$ cat config.mk
export PLATFORM = sky130hd
export DESIGN_NAME = servo_neck_easing_mixer
export DESIGN_NICKNAME = d
export VERILOG_FILES = /design/src/rtl/snem_pkg.sv /design/src/rtl/snem_div.sv /design/src/rtl/servo_neck_easing_mixer.sv
export VERILOG_INCLUDE_DIRS = /design/src /design/src/rtl
export SDC_FILE = /design/constraint.sdc
export NUM_CORES = 2
export LEC_CHECK = 0
export BUFFER_PORTS_ARGS = -buffer_cell sky130_fd_sc_hd__buf_4
export CAP_MARGIN = 20
export CORE_MARGIN = 1.5
export CORE_UTILIZATION = 60
export CTS_BUF_LIST = sky130_fd_sc_hd__clkbuf_16
export CTS_CLUSTER_DIAMETER = 50
export DETAILED_ROUTE_END_ITERATION = 8
export GPL_TIMING_DRIVEN = 0
export MAX_ROUTING_LAYER = met4
export PLACE_DENSITY = 0.77
export REMOVE_ABC_BUFFERS = 1
export SLEW_MARGIN = 30
export SYNTH_ARGS = -nofsm -noshare
export SYNTH_HDL_FRONTEND = slang
export SYNTH_SLANG_ARGS = --single-unit
export TNS_END_PERCENT = 50
$ cat constraint.sdc
create_clock -name clk -period 15.26 [get_ports clk]
set_input_delay 1.526 -clock clk [delete_from_list [all_inputs] [get_ports clk]]
set_output_delay 1.526 -clock clk [all_outputs]
set_load 0.05 [all_outputs]
$ cat src/rtl/servo_neck_easing_mixer_assert.svh
// ----------------------------------------------------------------------------
// Assertion macros for the servo neck easing mixer
// Clocked checks on clk, disabled while arst_n is low.
// ----------------------------------------------------------------------------
`ifndef SERVO_NECK_EASING_MIXER_ASSERT_SVH
`define SERVO_NECK_EASING_MIXER_ASSERT_SVH

// same-cycle implication
`define SNEM_CHECK(lbl, ante, cons) \
	lbl: assert property (@(posedge clk) disable iff (!arst_n) (ante) |-> (cons)) \
		else $error("servo mixer check failed");

// next-cycle implication
`define SNEM_CHECK_NEXT(lbl, ante, cons) \
	lbl: assert property (@(posedge clk) disable iff (!arst_n) (ante) |=> (cons)) \
		else $error("servo mixer check failed");

`endif

$ cat src/rtl/snem_pkg.sv
// ----------------------------------------------------------------------------
// snem_pkg
// Shared types, constants and helpers of the servo neck easing mixer.
// ----------------------------------------------------------------------------
`default_nettype none

package snem_pkg;

	localparam int DIV_QW     = 24;
	localparam int DIV_DW     = 17;
	localparam int DIV_CW     = 5;
	localparam int FRAC_STEPS = 16;
	localparam int MAP_STEPS  = 24;

	localparam int FWD_LIMIT_LOW   = 0;
	localparam int FWD_LIMIT_HIGH  = 200;
	localparam int SIDE_LIMIT_LOW  = -100;
	localparam int SIDE_LIMIT_HIGH = 100;
	localparam int FWD_BIAS        = 100;
	localparam int SIDE_OUT_LOW    = -50;
	localparam int SIDE_OUT_HIGH   = 50;
	localparam int ROT_OUT_HIGH    = 110;
	localparam int TILT_IN_HIGH    = 200;
	localparam int LEFT_HIGH       = 65;
	localparam int LEFT_LOW        = 10;
	localparam int RIGHT_LOW       = 35;
	localparam int RIGHT_HIGH      = 90;
	localparam int NECK_HIGH       = 100;
	localparam int SERVO_FULL      = 180;
	localparam int ONE_Q16         = 65536;
	localparam int HALF_Q16        = 32768;
	localparam int SIDE_STEP_Q16   = 3932;

	typedef struct packed {
		logic              start;
		logic [DIV_DW-1:0] rem_init;
		logic [DIV_QW-1:0] dividend;
		logic [DIV_DW-1:0] divisor;
		logic [DIV_CW-1:0] steps;
	} div_req_t;

	// Q11.8 to whole degrees, truncated toward zero
	function automatic logic signed [10:0] q8_int(input logic signed [18:0] v);
		logic signed [18:0] adj;
		adj = v[18] ? v + 19'sd255 : v;
		return $signed(adj[18:8]);
	endfunction

endpackage

`default_nettype wire

$ cat src/rtl/snem_div.sv
// ----------------------------------------------------------------------------
// snem_div
// Shared restoring divider, one quotient bit per cycle.
// ----------------------------------------------------------------------------
`default_nettype none

module snem_div (
	input  wire logic                          clk,
	input  wire logic                          arst_n,
	input  wire snem_pkg::div_req_t            req,
	output logic                               busy,
	output logic                               done,
	output logic [snem_pkg::DIV_QW-1:0]        quo
);

	logic [snem_pkg::DIV_DW-1:0] rem_q;
	logic [snem_pkg::DIV_DW-1:0] div_q;
	logic [snem_pkg::DIV_QW-1:0] quo_q;
	logic [snem_pkg::DIV_CW-1:0] cnt_q;
	logic                        busy_q;
	logic                        done_q;
	logic [snem_pkg::DIV_DW:0]   remsh;
	logic                        ge;

	assign remsh = {rem_q, quo_q[snem_pkg::DIV_QW-1]};
	assign ge    = remsh >= {1'b0, div_q};

	always_ff @(posedge clk or negedge arst_n) begin
		if (!arst_n) begin
			rem_q  <= '0;
			div_q  <= '0;
			quo_q  <= '0;
			cnt_q  <= '0;
			busy_q <= 1'b0;
			done_q <= 1'b0;
		end else if (req.start) begin
			rem_q  <= req.rem_init;
			div_q  <= req.divisor;
			quo_q  <= req.dividend;
			cnt_q  <= req.steps;
			busy_q <= 1'b1;
			done_q <= 1'b0;
		end else if (busy_q) begin
			rem_q <= ge ? snem_pkg::DIV_DW'(remsh - {1'b0, div_q})
			            : remsh[snem_pkg::DIV_DW-1:0];
			quo_q <= {quo_q[snem_pkg::DIV_QW-2:0], ge};
			cnt_q <= cnt_q - 1'b1;
			if (cnt_q == snem_pkg::DIV_CW'(1)) begin
				busy_q <= 1'b0;
				done_q <= 1'b1;
			end
		end else begin
			done_q <= 1'b0;
		end
	end

	assign busy = busy_q;
	assign done = done_q;
	assign quo  = quo_q;

endmodule

`default_nettype wire

$ cat src/rtl/servo_neck_easing_mixer.sv
// ----------------------------------------------------------------------------
// servo_neck_easing_mixer
// Eased head rotation and neck tilt trajectories mixed into servo pulses.
// ----------------------------------------------------------------------------
//  channel  | direction | contents
//  s_*      | in        | tuser: command; tdata: angle, move_time, now_ms
//  m_*      | out       | tuser: servo; tdata: pulse; tlast: final pulse of a tick
//  cfg_*    | in        | register writes, index 0..6
//
//  Rotation and forward set commands return from S_SET to idle, while a sideways
//  set runs a range map first. In a tick, rotation and forward tilt each need
//  one 16-step divide while still inside their span, each of the three or
//  four pulses two 24-step divides, all on the one bit-serial divider and one
//  20x18 multiplier.
//  Reset loads the register defaults and clears all trajectory state.
//  A stalled output holds the sequencer at its next pulse; input is taken
//  only between items.
// ----------------------------------------------------------------------------
`default_nettype none

module servo_neck_easing_mixer (
	input  wire logic        clk,
	input  wire logic        arst_n,
	input  wire logic        s_tvalid,
	output logic             s_tready,
	input  wire logic [63:0] s_tdata,   // angle[8:0], move_time[24:9], now_ms[56:25]
	input  wire logic [1:0]  s_tuser,   // command[1:0]
	output logic             m_tvalid,
	input  wire logic        m_tready,
	output logic [15:0]      m_tdata,   // pulse[11:0]
	output logic [1:0]       m_tuser,   // servo[1:0]
	output logic             m_tlast,
	input  wire logic        cfg_we,
	input  wire logic [2:0]  cfg_addr,
	input  wire logic [11:0] cfg_wdata
);

	`include "servo_neck_easing_mixer_assert.svh"

	localparam logic [3:0] S_IDLE  = 4'd0;
	localparam logic [3:0] S_SET   = 4'd1;
	localparam logic [3:0] S_PICK  = 4'd2;
	localparam logic [3:0] S_FRAC  = 4'd3;
	localparam logic [3:0] S_FDIV  = 4'd4;
	localparam logic [3:0] S_SQ    = 4'd5;
	localparam logic [3:0] S_EASE  = 4'd6;
	localparam logic [3:0] S_PROD  = 4'd7;
	localparam logic [3:0] S_UPD   = 4'd8;
	localparam logic [3:0] S_MMUL  = 4'd9;
	localparam logic [3:0] S_MDIV  = 4'd10;
	localparam logic [3:0] S_MWAIT = 4'd11;
	localparam logic [3:0] S_MDONE = 4'd12;
	localparam logic [3:0] S_EMIT  = 4'd13;

	localparam logic [1:0] CMD_TICK = 2'd0;
	localparam logic [1:0] CMD_ROT  = 2'd1;
	localparam logic [1:0] CMD_FWD  = 2'd2;
	localparam logic [1:0] CMD_SIDE = 2'd3;

	localparam logic [1:0] SRV_ROT   = 2'd0;
	localparam logic [1:0] SRV_LEFT  = 2'd1;
	localparam logic [1:0] SRV_RIGHT = 2'd2;
	localparam logic [1:0] SRV_NECK  = 2'd3;

	localparam logic [1:0] CH_ROT  = 2'd0;
	localparam logic [1:0] CH_FWD  = 2'd1;
	localparam logic [1:0] CH_SIDE = 2'd2;

	localparam logic [2:0] MAP_ROT   = 3'd0;
	localparam logic [2:0] MAP_LEFT  = 3'd1;
	localparam logic [2:0] MAP_RIGHT = 3'd2;
	localparam logic [2:0] MAP_NECK  = 3'd3;
	localparam logic [2:0] MAP_PULSE = 3'd4;
	localparam logic [2:0] MAP_SIDE  = 3'd5;

	localparam logic [2:0] REG_PULSE_MIN = 3'd0;
	localparam logic [2:0] REG_PULSE_MAX = 3'd1;
	localparam logic [2:0] REG_ROT_MIN   = 3'd2;
	localparam logic [2:0] REG_ROT_MAX   = 3'd3;
	localparam logic [2:0] REG_ROT_OFF   = 3'd4;
	localparam logic [2:0] REG_FWD_OFF   = 3'd5;
	localparam logic [2:0] REG_SIDE_OFF  = 3'd6;

	// control
	logic [3:0]         state_q;
	logic [1:0]         cmd_q;
	logic signed [8:0]  ang_q;
	logic [15:0]        mt_q;
	logic [2:0]         mv_q;
	logic               rot_emit_q;
	logic [1:0]         ch_q;
	logic [16:0]        f_q;
	logic [16:0]        e_q;
	logic               up_q;
	logic [1:0]         srv_q;
	logic [2:0]         map_sel_q;
	logic signed [8:0]  deg_q;
	logic signed [25:0] res_q;
	logic               sign_q;

	// configuration
	logic [11:0]        pmin_q, pmax_q;
	logic signed [8:0]  rmin_q, rmax_q;
	logic signed [7:0]  roff_q, foff_q, soff_q;

	// trajectory state
	logic [31:0]        time_now_q;
	logic signed [17:0] rot_start_q, rot_pos_q, rot_goal_q;
	logic [31:0]        rot_begin_q;
	logic [16:0]        rot_span_q;
	logic signed [17:0] fwd_start_q, fwd_pos_q, fwd_goal_q;
	logic [31:0]        fwd_begin_q;
	logic [16:0]        fwd_span_q;
	logic signed [17:0] side_start_q, side_pos_q, side_goal_q;
	logic [16:0]        side_frac_q;

	// output register
	logic               out_valid_q;
	logic [1:0]         out_servo_q;
	logic [11:0]        out_pulse_q;
	logic               out_last_q;

	// shared multiplier
	logic signed [19:0] mul_a;
	logic signed [17:0] mul_b;
	logic signed [37:0] mul_q;

	// shared divider
	snem_pkg::div_req_t          div_req;
	logic                        div_busy;
	logic                        div_done;
	logic [snem_pkg::DIV_QW-1:0] div_quo;

	snem_div u_div (
		.clk    (clk),
		.arst_n (arst_n),
		.req    (div_req),
		.busy   (div_busy),
		.done   (div_done),
		.quo    (div_quo)
	);

	always_ff @(posedge clk) begin
		mul_q <= 38'(mul_a) * 38'(mul_b);
	end

	logic in_acc, out_free;
	assign in_acc   = s_tvalid && s_tready;
	assign out_free = !out_valid_q || m_tready;

	// set commands: offset and clamp
	logic signed [9:0]  rsum, rdeg, ssum, sdeg;
	logic signed [10:0] fsum, fdeg;
	logic signed [17:0] rgoal, fgoal;
	logic signed [18:0] rdiff, fdiff;
	logic [18:0]        rabs, fabs;
	logic [16:0]        rspan, fspan;

	assign rsum  = 10'(ang_q) + 10'(roff_q);
	assign rdeg  = (rsum < 10'(rmin_q)) ? 10'(rmin_q) :
	               ((rsum > 10'(rmax_q)) ? 10'(rmax_q) : rsum);
	assign rgoal = $signed({rdeg, 8'd0});
	assign fsum  = 11'(ang_q) + 11'(foff_q) + 11'(snem_pkg::FWD_BIAS);
	assign fdeg  = (fsum < 11'(snem_pkg::FWD_LIMIT_LOW)) ? 11'(snem_pkg::FWD_LIMIT_LOW) :
	               ((fsum > 11'(snem_pkg::FWD_LIMIT_HIGH)) ? 11'(snem_pkg::FWD_LIMIT_HIGH)
	                                                       : fsum);
	assign fgoal = $signed({fdeg[9:0], 8'd0});
	assign ssum  = 10'(ang_q) + 10'(soff_q);
	assign sdeg  = (ssum < 10'(snem_pkg::SIDE_LIMIT_LOW)) ? 10'(snem_pkg::SIDE_LIMIT_LOW) :
	               ((ssum > 10'(snem_pkg::SIDE_LIMIT_HIGH)) ? 10'(snem_pkg::SIDE_LIMIT_HIGH)
	                                                        : ssum);

	assign rdiff = 19'(rgoal) - 19'(rot_pos_q);
	assign fdiff = 19'(fgoal) - 19'(fwd_pos_q);
	assign rabs  = rdiff[18] ? 19'(-rdiff) : 19'(rdiff);
	assign fabs  = fdiff[18] ? 19'(-fdiff) : 19'(fdiff);
	assign rspan = (mt_q != 16'd0) ? {1'b0, mt_q} : 17'(rabs >> 4);
	assign fspan = (mt_q != 16'd0) ? {1'b0, mt_q} : 17'(fabs >> 4);

	// axis under easing
	logic signed [17:0] cur_s, cur_c, cur_g;
	logic [31:0]        cur_begin;
	logic [16:0]        cur_span;

	always_comb begin
		case (ch_q)
			CH_ROT: begin
				cur_s = rot_start_q; cur_c = rot_pos_q; cur_g = rot_goal_q;
				cur_begin = rot_begin_q; cur_span = rot_span_q;
			end
			CH_FWD: begin
				cur_s = fwd_start_q; cur_c = fwd_pos_q; cur_g = fwd_goal_q;
				cur_begin = fwd_begin_q; cur_span = fwd_span_q;
			end
			default: begin
				cur_s = side_start_q; cur_c = side_pos_q; cur_g = side_goal_q;
				cur_begin = '0; cur_span = '0;
			end
		endcase
	end

	logic [31:0] elapsed;
	logic        el_done;
	assign elapsed = time_now_q - cur_begin;
	assign el_done = elapsed >= {15'd0, cur_span};

	// quadratic ease from the squared fraction
	logic [33:0] sq;
	logic [35:0] ease_hi;
	logic [16:0] ease_v;
	assign sq      = mul_q[33:0];
	assign ease_hi = {1'b0, f_q, 18'd0} - {1'b0, sq, 1'b0} - 36'h1_0000_0000;
	assign ease_v  = (f_q < 17'(snem_pkg::HALF_Q16)) ? sq[31:15] : ease_hi[32:16];

	logic               up_c;
	logic signed [18:0] move_dist;
	assign up_c      = cur_c < cur_g;
	assign move_dist = up_c ? 19'(cur_g) - 19'(cur_s) : 19'(cur_s) - 19'(cur_g);

	// truncate the scaled step toward zero
	logic signed [37:0] step_adj;
	logic signed [21:0] step_t;
	logic signed [22:0] new_pos;
	logic signed [17:0] new_pos_cl;
	assign step_adj = mul_q + (mul_q[37] ? 38'sd65535 : 38'sd0);
	assign step_t   = $signed(step_adj[37:16]);
	assign new_pos  = up_q ? 23'(cur_s) + 23'(step_t) : 23'(cur_s) - 23'(step_t);
	assign new_pos_cl = ((up_q && new_pos > 23'(cur_g)) || (!up_q && new_pos < 23'(cur_g)))
	                    ? cur_g : new_pos[17:0];

	logic [17:0] side_frac_sum;
	assign side_frac_sum = 18'(side_frac_q) + 18'(snem_pkg::SIDE_STEP_Q16);

	// range map operands
	logic signed [12:0] mx, mil, mih, mol, moh;
	logic signed [13:0] md, mdx, mdy;
	logic [13:0]        md_abs;
	logic signed [25:0] cl_lo, cl_hi;

	always_comb begin
		mx = '0; mil = '0; mih = '0; mol = '0; moh = '0;
		cl_lo = '0; cl_hi = '0;
		case (map_sel_q)
			MAP_ROT: begin
				mx  = 13'(snem_pkg::q8_int(19'(rot_pos_q)));
				mil = 13'(rmin_q); mih = 13'(rmax_q);
				moh = 13'(snem_pkg::ROT_OUT_HIGH);
				cl_hi = 26'(snem_pkg::SERVO_FULL);
			end
			MAP_LEFT: begin
				mx  = 13'(snem_pkg::q8_int(19'(fwd_pos_q) + 19'(side_pos_q)));
				mih = 13'(snem_pkg::TILT_IN_HIGH);
				mol = 13'(snem_pkg::LEFT_HIGH); moh = 13'(snem_pkg::LEFT_LOW);
				cl_lo = 26'(snem_pkg::LEFT_LOW); cl_hi = 26'(snem_pkg::LEFT_HIGH);
			end
			MAP_RIGHT: begin
				mx  = 13'(snem_pkg::q8_int(19'(fwd_pos_q) - 19'(side_pos_q)));
				mih = 13'(snem_pkg::TILT_IN_HIGH);
				mol = 13'(snem_pkg::RIGHT_LOW); moh = 13'(snem_pkg::RIGHT_HIGH);
				cl_lo = 26'(snem_pkg::RIGHT_LOW); cl_hi = 26'(snem_pkg::RIGHT_HIGH);
			end
			MAP_NECK: begin
				mx  = 13'(snem_pkg::q8_int(19'(fwd_pos_q)));
				mih = 13'(snem_pkg::TILT_IN_HIGH);
				mol = 13'(snem_pkg::NECK_HIGH);
				cl_hi = 26'(snem_pkg::NECK_HIGH);
			end
			MAP_PULSE: begin
				mx  = 13'(deg_q);
				mih = 13'(snem_pkg::SERVO_FULL);
				mol = $signed({1'b0, pmin_q}); moh = $signed({1'b0, pmax_q});
			end
			MAP_SIDE: begin
				mx  = 13'(deg_q);
				mil = 13'(snem_pkg::SIDE_LIMIT_LOW); mih = 13'(snem_pkg::SIDE_LIMIT_HIGH);
				mol = 13'(snem_pkg::SIDE_OUT_LOW); moh = 13'(snem_pkg::SIDE_OUT_HIGH);
			end
			default: begin
				mx = '0;
			end
		endcase
	end

	assign md     = 14'(mih) - 14'(mil);
	assign mdx    = 14'(mx) - 14'(mil);
	assign mdy    = 14'(moh) - 14'(mol);
	assign md_abs = md[13] ? 14'(-md) : 14'(md);

	logic [37:0]        prod_mag;
	logic signed [25:0] quo_s, map_res, res_cl;
	assign prod_mag = mul_q[37] ? 38'(-mul_q) : 38'(mul_q);
	assign quo_s    = $signed({2'b00, div_quo});
	assign map_res  = (sign_q ? -quo_s : quo_s) + 26'(mol);
	assign res_cl   = (res_q < cl_lo) ? cl_lo : ((res_q > cl_hi) ? cl_hi : res_q);

	logic signed [17:0] side_new_goal;
	assign side_new_goal = $signed({res_q[9:0], 8'd0});

	// operand steering for the shared units
	always_comb begin
		mul_a   = '0;
		mul_b   = '0;
		div_req = '0;
		case (state_q)
			S_FRAC: begin
				if (ch_q != CH_SIDE && !el_done) begin
					div_req.start    = 1'b1;
					div_req.rem_init = elapsed[16:0];
					div_req.divisor  = cur_span;
					div_req.steps    = snem_pkg::DIV_CW'(snem_pkg::FRAC_STEPS);
				end
			end
			S_SQ: begin
				mul_a = $signed({3'b000, f_q});
				mul_b = $signed({1'b0, f_q});
			end
			S_PROD: begin
				mul_a = 20'(move_dist);
				mul_b = $signed({1'b0, e_q});
			end
			S_MMUL: begin
				mul_a = 20'(mdx);
				mul_b = 18'(mdy);
			end
			S_MDIV: begin
				div_req.start    = 1'b1;
				div_req.dividend = prod_mag[snem_pkg::DIV_QW-1:0];
				div_req.divisor  = snem_pkg::DIV_DW'(md_abs);
				div_req.steps    = snem_pkg::DIV_CW'(snem_pkg::MAP_STEPS);
			end
			default: begin
				mul_a = '0;
			end
		endcase
	end

	always_ff @(posedge clk or negedge arst_n) begin
		if (!arst_n) begin
			state_q      <= S_IDLE;
			cmd_q        <= CMD_TICK;
			ang_q        <= '0;
			mt_q         <= '0;
			mv_q         <= '0;
			rot_emit_q   <= 1'b0;
			ch_q         <= CH_ROT;
			f_q          <= '0;
			e_q          <= '0;
			up_q         <= 1'b0;
			srv_q        <= SRV_ROT;
			map_sel_q    <= MAP_ROT;
			deg_q        <= '0;
			res_q        <= '0;
			sign_q       <= 1'b0;
			pmin_q       <= 12'd150;
			pmax_q       <= 12'd600;
			rmin_q       <= -9'sd90;
			rmax_q       <= 9'sd90;
			roff_q       <= '0;
			foff_q       <= '0;
			soff_q       <= '0;
			time_now_q   <= '0;
			rot_start_q  <= '0;
			rot_pos_q    <= '0;
			rot_goal_q   <= '0;
			rot_begin_q  <= '0;
			rot_span_q   <= '0;
			fwd_start_q  <= '0;
			fwd_pos_q    <= '0;
			fwd_goal_q   <= '0;
			fwd_begin_q  <= '0;
			fwd_span_q   <= '0;
			side_start_q <= '0;
			side_pos_q   <= '0;
			side_goal_q  <= '0;
			side_frac_q  <= '0;
			out_valid_q  <= 1'b0;
			out_servo_q  <= SRV_ROT;
			out_pulse_q  <= '0;
			out_last_q   <= 1'b0;
		end else begin
			if (cfg_we) begin
				case (cfg_addr)
					REG_PULSE_MIN: pmin_q <= cfg_wdata;
					REG_PULSE_MAX: pmax_q <= cfg_wdata;
					REG_ROT_MIN:   rmin_q <= $signed(cfg_wdata[8:0]);
					REG_ROT_MAX:   rmax_q <= $signed(cfg_wdata[8:0]);
					REG_ROT_OFF:   roff_q <= $signed(cfg_wdata[7:0]);
					REG_FWD_OFF:   foff_q <= $signed(cfg_wdata[7:0]);
					REG_SIDE_OFF:  soff_q <= $signed(cfg_wdata[7:0]);
					default: begin
						pmin_q <= pmin_q;
					end
				endcase
			end

			// load the next pulse, or drop the one just taken
			if (state_q == S_EMIT && out_free) begin
				out_valid_q <= 1'b1;
				out_servo_q <= srv_q;
				out_pulse_q <= res_q[11:0];
				out_last_q  <= srv_q == SRV_NECK;
			end else if (m_tready) begin
				out_valid_q <= 1'b0;
			end

			case (state_q)
				S_IDLE: begin
					if (in_acc) begin
						cmd_q <= s_tuser;
						ang_q <= $signed(s_tdata[8:0]);
						mt_q  <= s_tdata[24:9];
						if (s_tuser == CMD_TICK) begin
							time_now_q <= s_tdata[56:25];
							mv_q <= {side_pos_q != side_goal_q, fwd_pos_q != fwd_goal_q,
							         rot_pos_q != rot_goal_q};
							rot_emit_q <= rot_pos_q != rot_goal_q;
							state_q    <= S_PICK;
						end else begin
							state_q <= S_SET;
						end
					end
				end
				S_SET: begin
					case (cmd_q)
						CMD_ROT: begin
							if (rgoal != rot_goal_q) begin
								rot_span_q  <= rspan;
								rot_start_q <= rot_pos_q;
								rot_goal_q  <= rgoal;
								rot_begin_q <= time_now_q;
							end
							state_q <= S_IDLE;
						end
						CMD_FWD: begin
							if (fgoal != fwd_goal_q) begin
								fwd_span_q  <= fspan;
								fwd_start_q <= fwd_pos_q;
								fwd_goal_q  <= fgoal;
								fwd_begin_q <= time_now_q;
							end
							state_q <= S_IDLE;
						end
						CMD_SIDE: begin
							deg_q     <= 9'(sdeg);
							map_sel_q <= MAP_SIDE;
							state_q   <= S_MMUL;
						end
						default: begin
							state_q <= S_IDLE;
						end
					endcase
				end
				S_PICK: begin
					// ease every moving axis, then run the pulse outputs
					if (mv_q[0]) begin
						mv_q[0] <= 1'b0; ch_q <= CH_ROT;  state_q <= S_FRAC;
					end else if (mv_q[1]) begin
						mv_q[1] <= 1'b0; ch_q <= CH_FWD;  state_q <= S_FRAC;
					end else if (mv_q[2]) begin
						mv_q[2] <= 1'b0; ch_q <= CH_SIDE; state_q <= S_FRAC;
					end else begin
						srv_q     <= rot_emit_q ? SRV_ROT : SRV_LEFT;
						map_sel_q <= rot_emit_q ? MAP_ROT : MAP_LEFT;
						state_q   <= S_MMUL;
					end
				end
				S_FRAC: begin
					if (ch_q == CH_SIDE) begin
						f_q     <= side_frac_q;
						state_q <= S_SQ;
					end else if (el_done) begin
						f_q     <= 17'(snem_pkg::ONE_Q16);
						state_q <= S_SQ;
					end else begin
						state_q <= S_FDIV;
					end
				end
				S_FDIV: begin
					if (div_done) begin
						f_q     <= div_quo[16:0];
						state_q <= S_SQ;
					end
				end
				S_SQ: begin
					state_q <= S_EASE;
				end
				S_EASE: begin
					e_q     <= ease_v;
					state_q <= S_PROD;
				end
				S_PROD: begin
					up_q    <= up_c;
					state_q <= S_UPD;
				end
				S_UPD: begin
					case (ch_q)
						CH_ROT: rot_pos_q <= new_pos_cl;
						CH_FWD: fwd_pos_q <= new_pos_cl;
						default: begin
							side_pos_q  <= new_pos_cl;
							side_frac_q <= (side_frac_sum > 18'(snem_pkg::ONE_Q16))
							               ? 17'(snem_pkg::ONE_Q16) : side_frac_sum[16:0];
						end
					endcase
					state_q <= S_PICK;
				end
				S_MMUL: begin
					if (md == 14'sd0) begin
						res_q   <= 26'(mol);
						state_q <= S_MDONE;
					end else begin
						state_q <= S_MDIV;
					end
				end
				S_MDIV: begin
					sign_q  <= mul_q[37] ^ md[13];
					state_q <= S_MWAIT;
				end
				S_MWAIT: begin
					if (div_done) begin
						res_q   <= map_res;
						state_q <= S_MDONE;
					end
				end
				S_MDONE: begin
					case (map_sel_q)
						MAP_SIDE: begin
							if (side_new_goal != side_goal_q) begin
								side_start_q <= side_pos_q;
								side_goal_q  <= side_new_goal;
								side_frac_q  <= '0;
							end
							state_q <= S_IDLE;
						end
						MAP_PULSE: begin
							state_q <= S_EMIT;
						end
						default: begin
							deg_q     <= 9'(res_cl);
							map_sel_q <= MAP_PULSE;
							state_q   <= S_MMUL;
						end
					endcase
				end
				S_EMIT: begin
					// hold until the output register frees up
					if (out_free) begin
						if (srv_q == SRV_NECK) begin
							state_q <= S_IDLE;
						end else begin
							srv_q     <= srv_q + 2'd1;
							map_sel_q <= {1'b0, srv_q + 2'd1};
							state_q   <= S_MMUL;
						end
					end
				end
				default: begin
					state_q <= S_IDLE;
				end
			endcase
		end
	end

	assign s_tready = state_q == S_IDLE;
	assign m_tvalid = out_valid_q;
	assign m_tdata  = {4'b0000, out_pulse_q};
	assign m_tuser  = out_servo_q;
	assign m_tlast  = out_last_q;

	`SNEM_CHECK(a_div_owner, div_busy, state_q == S_FDIV || state_q == S_MWAIT)
	`SNEM_CHECK(a_side_frac_sat, 1'b1, side_frac_q <= 17'(snem_pkg::ONE_Q16))
	`SNEM_CHECK(a_last_is_neck, m_tvalid && m_tlast, m_tuser == SRV_NECK)
	`SNEM_CHECK_NEXT(a_tick_starts, in_acc && s_tuser == CMD_TICK, state_q == S_PICK)

endmodule

`default_nettype wire
# After elaboration in Yosys (flattened, before gate mapping)
# Cells that the tools add are included.
[word_totals]
latchBits = 0
rom_bits = 0
output_inout_bits = 21
n_memories = 0
ramBits = 0
register_bits = 583
inputBits = 86
[op_classes]
n_mux = 113
n_mul = 1
reduce_logical = 56
n_eq_ne = 55
shift = 0
order_cmp = 15
n_addsub = 33
bitwise_logic = 2
div = 0
[op_table]
columns = ["operator", "n"]
rows = [
  ["two-way mux 17 bit", 12],
  ["two-way mux 19 bit", 7],
  ["case mux 13 bit (5 select lines)", 2],
  ["case mux 18 bit (2 select lines)", 3],
  ["case mux 17 bit (2 select lines)", 3],
  ["two-way mux 24 bit", 4],
  ["subtractor 18 x 18 -> 19 bit", 5],
  ["two-way mux 26 bit", 3],
  ["case mux 32 bit (2 select lines)", 1],
  ["case mux 12 bit (5 select lines)", 1],
  ["case mux 20 bit (3 select lines)", 1],
  ["case mux 4 bit (14 select lines)", 1],
  ["two-way mux 9 bit", 6],
  ["!= test 18 bit", 3],
  ["case mux 18 bit (3 select lines)", 1],
  ["case mux 13 bit (4 select lines)", 1],
  ["case mux 26 bit (2 select lines)", 1],
  ["two-way mux 16 bit", 3],
  ["case mux 22 bit (2 select lines)", 1],
  ["subtractor 13 x 13 -> 14 bit", 3],
  ["two-way mux 10 bit", 4],
  ["adder 18 x 9 -> 19 bit, second input constant", 2],
  ["adder 19 x 9 -> 19 bit, second input constant", 2],
  ["adder 38 x 17 -> 38 bit", 1],
  ["other kinds (86)", 204],
]

# Logic depth before layout (Yosys ltp)
[depth]
depth_word = 9
depth_mapped = 50
mapped_depth_nobuf = 49

# Cells and area by module
# Synthesis repeated with hierarchy kept, for this count alone.
[hier_totals]
cells_unflattened = 6653
area_unflattened_um2 = 58517.4
[modules_own_cells]
columns = ["module", "n_inst", "seq_area_each_um2", "area_each_um2", "cells_each"]
rows = [
  ["servo_neck_easing_mixer", 1, 12693.4, 54634.9, 6223],
  ["snem_div", 1, 1626.6, 3882.5, 430],
]

# Worst setup path after synthesis
# No wires, ideal clock.
[synth_path]
kind = "reg-to-reg"
from = "register side_pos_q[1]"
to = "register mul_q[37]"
slack_ns = 4.445
setup_time_ns = 0.121
stages_incl_launch_ff = 44
arrival_ns = 10.694
cell_sequence = "dfrtp_1 > inv_1 > ha_1 > nor2b_1 > o21a_1 > o21ai_0 > a32o_1 > or4b_2 > o311a_1 > xnor2_1 > nor2_1 > a211oi_1 > o21ai_0 > ha_1 > a21o_1 > a21o_1 > a21oi_1 > o21bai_1 > [8 not listed] > inv_1 > fa_1 > inv_1 > fa_1 > fa_1 > fa_1 > inv_1 > fa_1 > inv_1 > ha_1 > clkbuf_1 > a21o_1 > a21oi_1 > nand2_1 > o21a_1 > a41oi_1 > a31oi_1 > xnor2_1"
[synth_via]
elab_chain_len = 7
word_cells_on_any_way = 13
cone_classes = "add/sub (5); mul (1); order compare (1); mux (6)"
[synth_rtl]
columns = ["item", "line", "rtl"]
rows = [
  ["start, declared", "servo_neck_easing_mixer.sv:114", "logic signed [17:0] side_start_q, side_pos_q, side_goal_q;"],
  ["start signal, assigned", "servo_neck_easing_mixer.sv:500", "side_pos_q <= new_pos_cl;"],
  ["subtractor 18 x 18 -> 19 bit or adder 18 x 18 -> 19 bit (tied branches)", "servo_neck_easing_mixer.sv:257, servo_neck_easing_mixer.sv:251", ""],
  ["adder 19 x 9 -> 19 bit", "snem_pkg.sv:45", "adj = v[18] ? v + 19'sd255 : v;"],
  ["two-way mux 19 bit", "snem_pkg.sv:45", ""],
  ["case mux 13 bit (5 select lines)", "servo_neck_easing_mixer.sv:243", "case (map_sel_q)"],
  ["subtractor 13 x 13 -> 14 bit", "servo_neck_easing_mixer.sv:285", "assign mdx = 14'(mx) - 14'(mil);"],
  ["case mux 20 bit (3 select lines) *", "servo_neck_easing_mixer.sv:304", "case (state_q)"],
  ["multiplier 20 x 18 -> 38 bit *", "servo_neck_easing_mixer.sv:144", "mul_q <= 38'(mul_a) * 38'(mul_b);"],
  ["end signal, assigned", "servo_neck_easing_mixer.sv:144", ""],
  ["end, declared", "servo_neck_easing_mixer.sv:126", "logic signed [37:0] mul_q;"],
]
# Every way passes the cells marked *; elsewhere a longest branch is shown, timed or not.
# A chain may end at the register's enable or synchronous reset.

# Worst setup path after layout
[layout_path]
from = "register fwd_pos_q[8]"
to = "register mul_q[37]"
[layout_via]
elab_chain_len = 7
word_cells_on_any_way = 15
cone_classes = "add/sub (6); mul (1); order compare (1); mux (7)"
[layout_rtl]
columns = ["item", "line", "rtl"]
rows = [
  ["start, declared", "servo_neck_easing_mixer.sv:111", "logic signed [17:0] fwd_start_q, fwd_pos_q, fwd_goal_q;"],
  ["start signal, assigned", "servo_neck_easing_mixer.sv:498", "CH_FWD: fwd_pos_q <= new_pos_cl;"],
  ["subtractor 18 x 18 -> 19 bit or adder 18 x 18 -> 19 bit (tied branches)", "servo_neck_easing_mixer.sv:257, servo_neck_easing_mixer.sv:251", ""],
  ["adder 19 x 9 -> 19 bit", "snem_pkg.sv:45", ""],
  ["two-way mux 19 bit", "snem_pkg.sv:45", ""],
  ["case mux 13 bit (5 select lines)", "servo_neck_easing_mixer.sv:243", ""],
  ["subtractor 13 x 13 -> 14 bit", "servo_neck_easing_mixer.sv:285", ""],
  ["case mux 20 bit (3 select lines) *", "servo_neck_easing_mixer.sv:304", ""],
  ["multiplier 20 x 18 -> 38 bit *", "servo_neck_easing_mixer.sv:144", ""],
]
# Marked as above.

==> metrics.yaml <==
wl_per_cell_um: 23.5
endpoint_kind: "flip-flop"
dieArea_um2: 99400
rows: 114
insertion_delay_ps: 670
dpl_cell_area_um2: 61200
min_from: "e_q[7]$_DFFE_PN0P_"
startpoint_type: "flip-flop"
postSynth.asyncResetShare_pct: 93.4
io_pins: 107
setup_tns_ps: 0
postSynthAreaPerCell_um2: 8.94
synth-edff-count: 0
clock_path_buffers: 3
yosys_most_used_dff: "dfrtp_1"
finalCriticalPeriod_ps: 13800
finClkSkew_ps: 33.4
dpl.hpwl_mm: 146
path_class: "reg2reg"
synth_largest_area_cell: "dfrtp_1"
die_x_um: 315
rsz0062_at_grt: "false"
globalplace.congestion: 1.03
routed_wl_mm: 185
final_cell_area_um2: 64100
rrSetupSlack_ps: 1460
postCtsHoldBufs: 0
min_period_over_period_pct: 90.4
reg2reg_to: "mul_q[37]$_DFF_P_"
nNetsFinal: 7442
vias: 50200
crit_fanout: 13
cts_buffers: 86
areaGrowthSynthToFinish_pct: 9.59
cap_violations: 0
hp-class: "reg2reg"
clkTransAtPathRegs_ps: 60
maxSlewViolCount: 0
ys_types: 108
yosysTopAreaCellShare_pct: 22.4
worstPathRequired_ps: 15840
post-synth-top-count-cell: "inv_1"
cpMaxStageDelayCell: "a221o_1"
final_antenna_net_count: 0
holdPathEnd: "e_q[7]$_DFFE_PN0P_"
critPathMaxStageDelay_ps: 790
r2r.worst_path.cells: 39
grt_usage_pct: 38.5
portBuffers: 95
setup_viol: 0
layout-drive-gt1-share_pct: 12.8
cts_resized: 0
status: "finished, final reports clean"
worst_pin_slew_ps: 1110
synth_seq_cells: 578
path_common_cell: "fa_1"
max_slew_margin_pct: 26.2
netlist_top_cells_area: "dfrtp_1 22%, fa_1 12%, ha_1 9.8%"
syn_inst: 6549
overflow: 0
grt_pass1_vias: 49600
synth-seq-area-share_pct: 24.4
firstDrtPassIters: 6
cts_setup_buffers: 0
clockRootBuffer: "clkbuf_16"
die_h_um: 315
drt_iter0_drc: 4493
route.detailed.drc: 0
yosysWarnings: 0
numClockSinks: 578
grt_pass1_wl_mm: 286
synth_commonest_cells: "690 x inv_1, 540 x nand2_1, 523 x dfrtp_1"
r2r_start: "fwd_pos_q[8]$_DFFE_PN0P_"
whs_path_depth: 2
finalHoldViolCount: 0
synthesis.area_um2: 58500
max_clock_freq_mhz: 72.5
htree_levels: 3
fp.coreArea_um2: 96700
cp.arrival_ps: 14380
cts_tree: "done"
grt_max_degree: 85
vias_per_cell: 6.37
start_util_pct: 60.5
antenna_found_initial: 8
## state kept, by name, summed over array words and instances, names as in the netlist, 16 cells and up
| signal | flops |
|---|---|
| rot_begin_q | 32 |
| res_q | 26 |
| u_div.rem_q | 17 |
| side_pos_q | 18 |
| f_q | 17 |
| fwd_start_q | 18 |
| fwd_span_q | 16 |
| e_q | 17 |
| fwd_pos_q | 18 |
| rot_start_q | 18 |
| rot_span_q | 16 |
| rot_pos_q | 18 |
| time_now_q | 32 |
| mul_q | 38 |
| side_start_q | 18 |
| u_div.div_q | 16 |
| mt_q | 16 |
| fwd_begin_q | 32 |
| u_div.quo | 24 |
## layout make-up
class                   count  area (um2)
diodes                      9        22.5
fillers                  7898       32600
clock inverters            71         706
repair buffers            179        1890
flip-flops and latches    578       14300
multi-input cells        4993       40800
clock buffers              87        2180
well taps                1276        1600
inverters                 696        2610
## metrics by stage
stage	hold slack [ps]	std cells	setup slack (ps)	utilization, %
floorplan	449	6267	3650	-
global placement	463	7638	-1650	61.7
detailed placement	472	7722	1890	63.3
CTS	483	7880	1840	66.3
global route	497	7887	1090	66.3
finish	482	7889	1460	66.3
## critical path, delay by kind of cell (launching register included)
family | cells | cell delay, ps
buf+inv | 3 | 430
simple gates | 8 | 1780
compound gates | 17 | 6080
fa+ha+maj | 9 | 4230
flops | 1 | 700
xor+xnor | 2 | 450
## routing by layer
metal	vias to the layer above	wire (um)	track usage [%]
li1	22700	-	-
met1	24800	75200	49.9
met2	2314	83000	58.2
met3	469	18200	7.87
met4	0	8910	17.2
met5	-	0	-
## layout by cell type, fill, tap and decap left out, types with 37 or more instances in the layout
cell type  netlist  final
dfrtp_1        523    519
nor2b_1         66     63
nor3_1         107    101
nand2b_1        72     72
nand3_1        139    136
or2_2           68     68
mux2_1          64     64
nor2_1         500    491
ha_1           458    458
a21o_1         107    107
buf_4           18    120
mux2_2         303    303
nand4_1         57     57
fa_1           364    364
mux2i_1        151    149
and3_1          42     42
o31ai_1         64     63
o211ai_1        47     47
xor2_1         122    122
xnor2_1        305    305
a31oi_1         56     55
a21oi_1        356    356
clkbuf_16        0     87
dfxtp_1         38     37
o21ai_0        339    333
inv_1          690    704
a211oi_1        45     44
nand2_1        540    536
o21a_1          53     53
or3_1           38     38
## logic make-up (layout without fill, tap and decap cells)
kind of cell    count (synthesis)  in the layout  synth area share (%)
compound gates               1408           1408                  15.7
flops                         578            578                  24.4
mux                           536            536                  10.1
other cells                     1             15               0.00641
fa+ha+maj                     822            822                  22.2
buf+inv                       983           1033                  6.53
simple gates                 1794           1794                  14.6
xor+xnor                      427            427                  6.39
## worst max-delay path by stage
stage | from | endpoint | slack [ps] | cells past startpoint
final | fwd_pos_q[8]$_DFFE_PN0P_ | mul_q[37]$_DFF_P_ | 1460 | 39
after global routing | fwd_pos_q[10]$_DFFE_PN0P_ | mul_q[37]$_DFF_P_ | 1090 | 39
after CTS | side_pos_q[8]$_DFFE_PN0P_ | mul_q[37]$_DFF_P_ | 1840 | 40
after detailed placement | side_pos_q[8]$_DFFE_PN0P_ | mul_q[37]$_DFF_P_ | 1890 | 40
after global placement | ch_q[0]$_DFFE_PN0P_ | mul_q[30]$_DFF_P_ | -1650 | 27
after floorplan | ch_q[0]$_DFFE_PN0P_ | mul_q[33]$_DFF_P_ | 3650 | 30
Power is not shown: default switching activity piles up to over one toggle a cycle in this logic, so the estimate is an artifact.
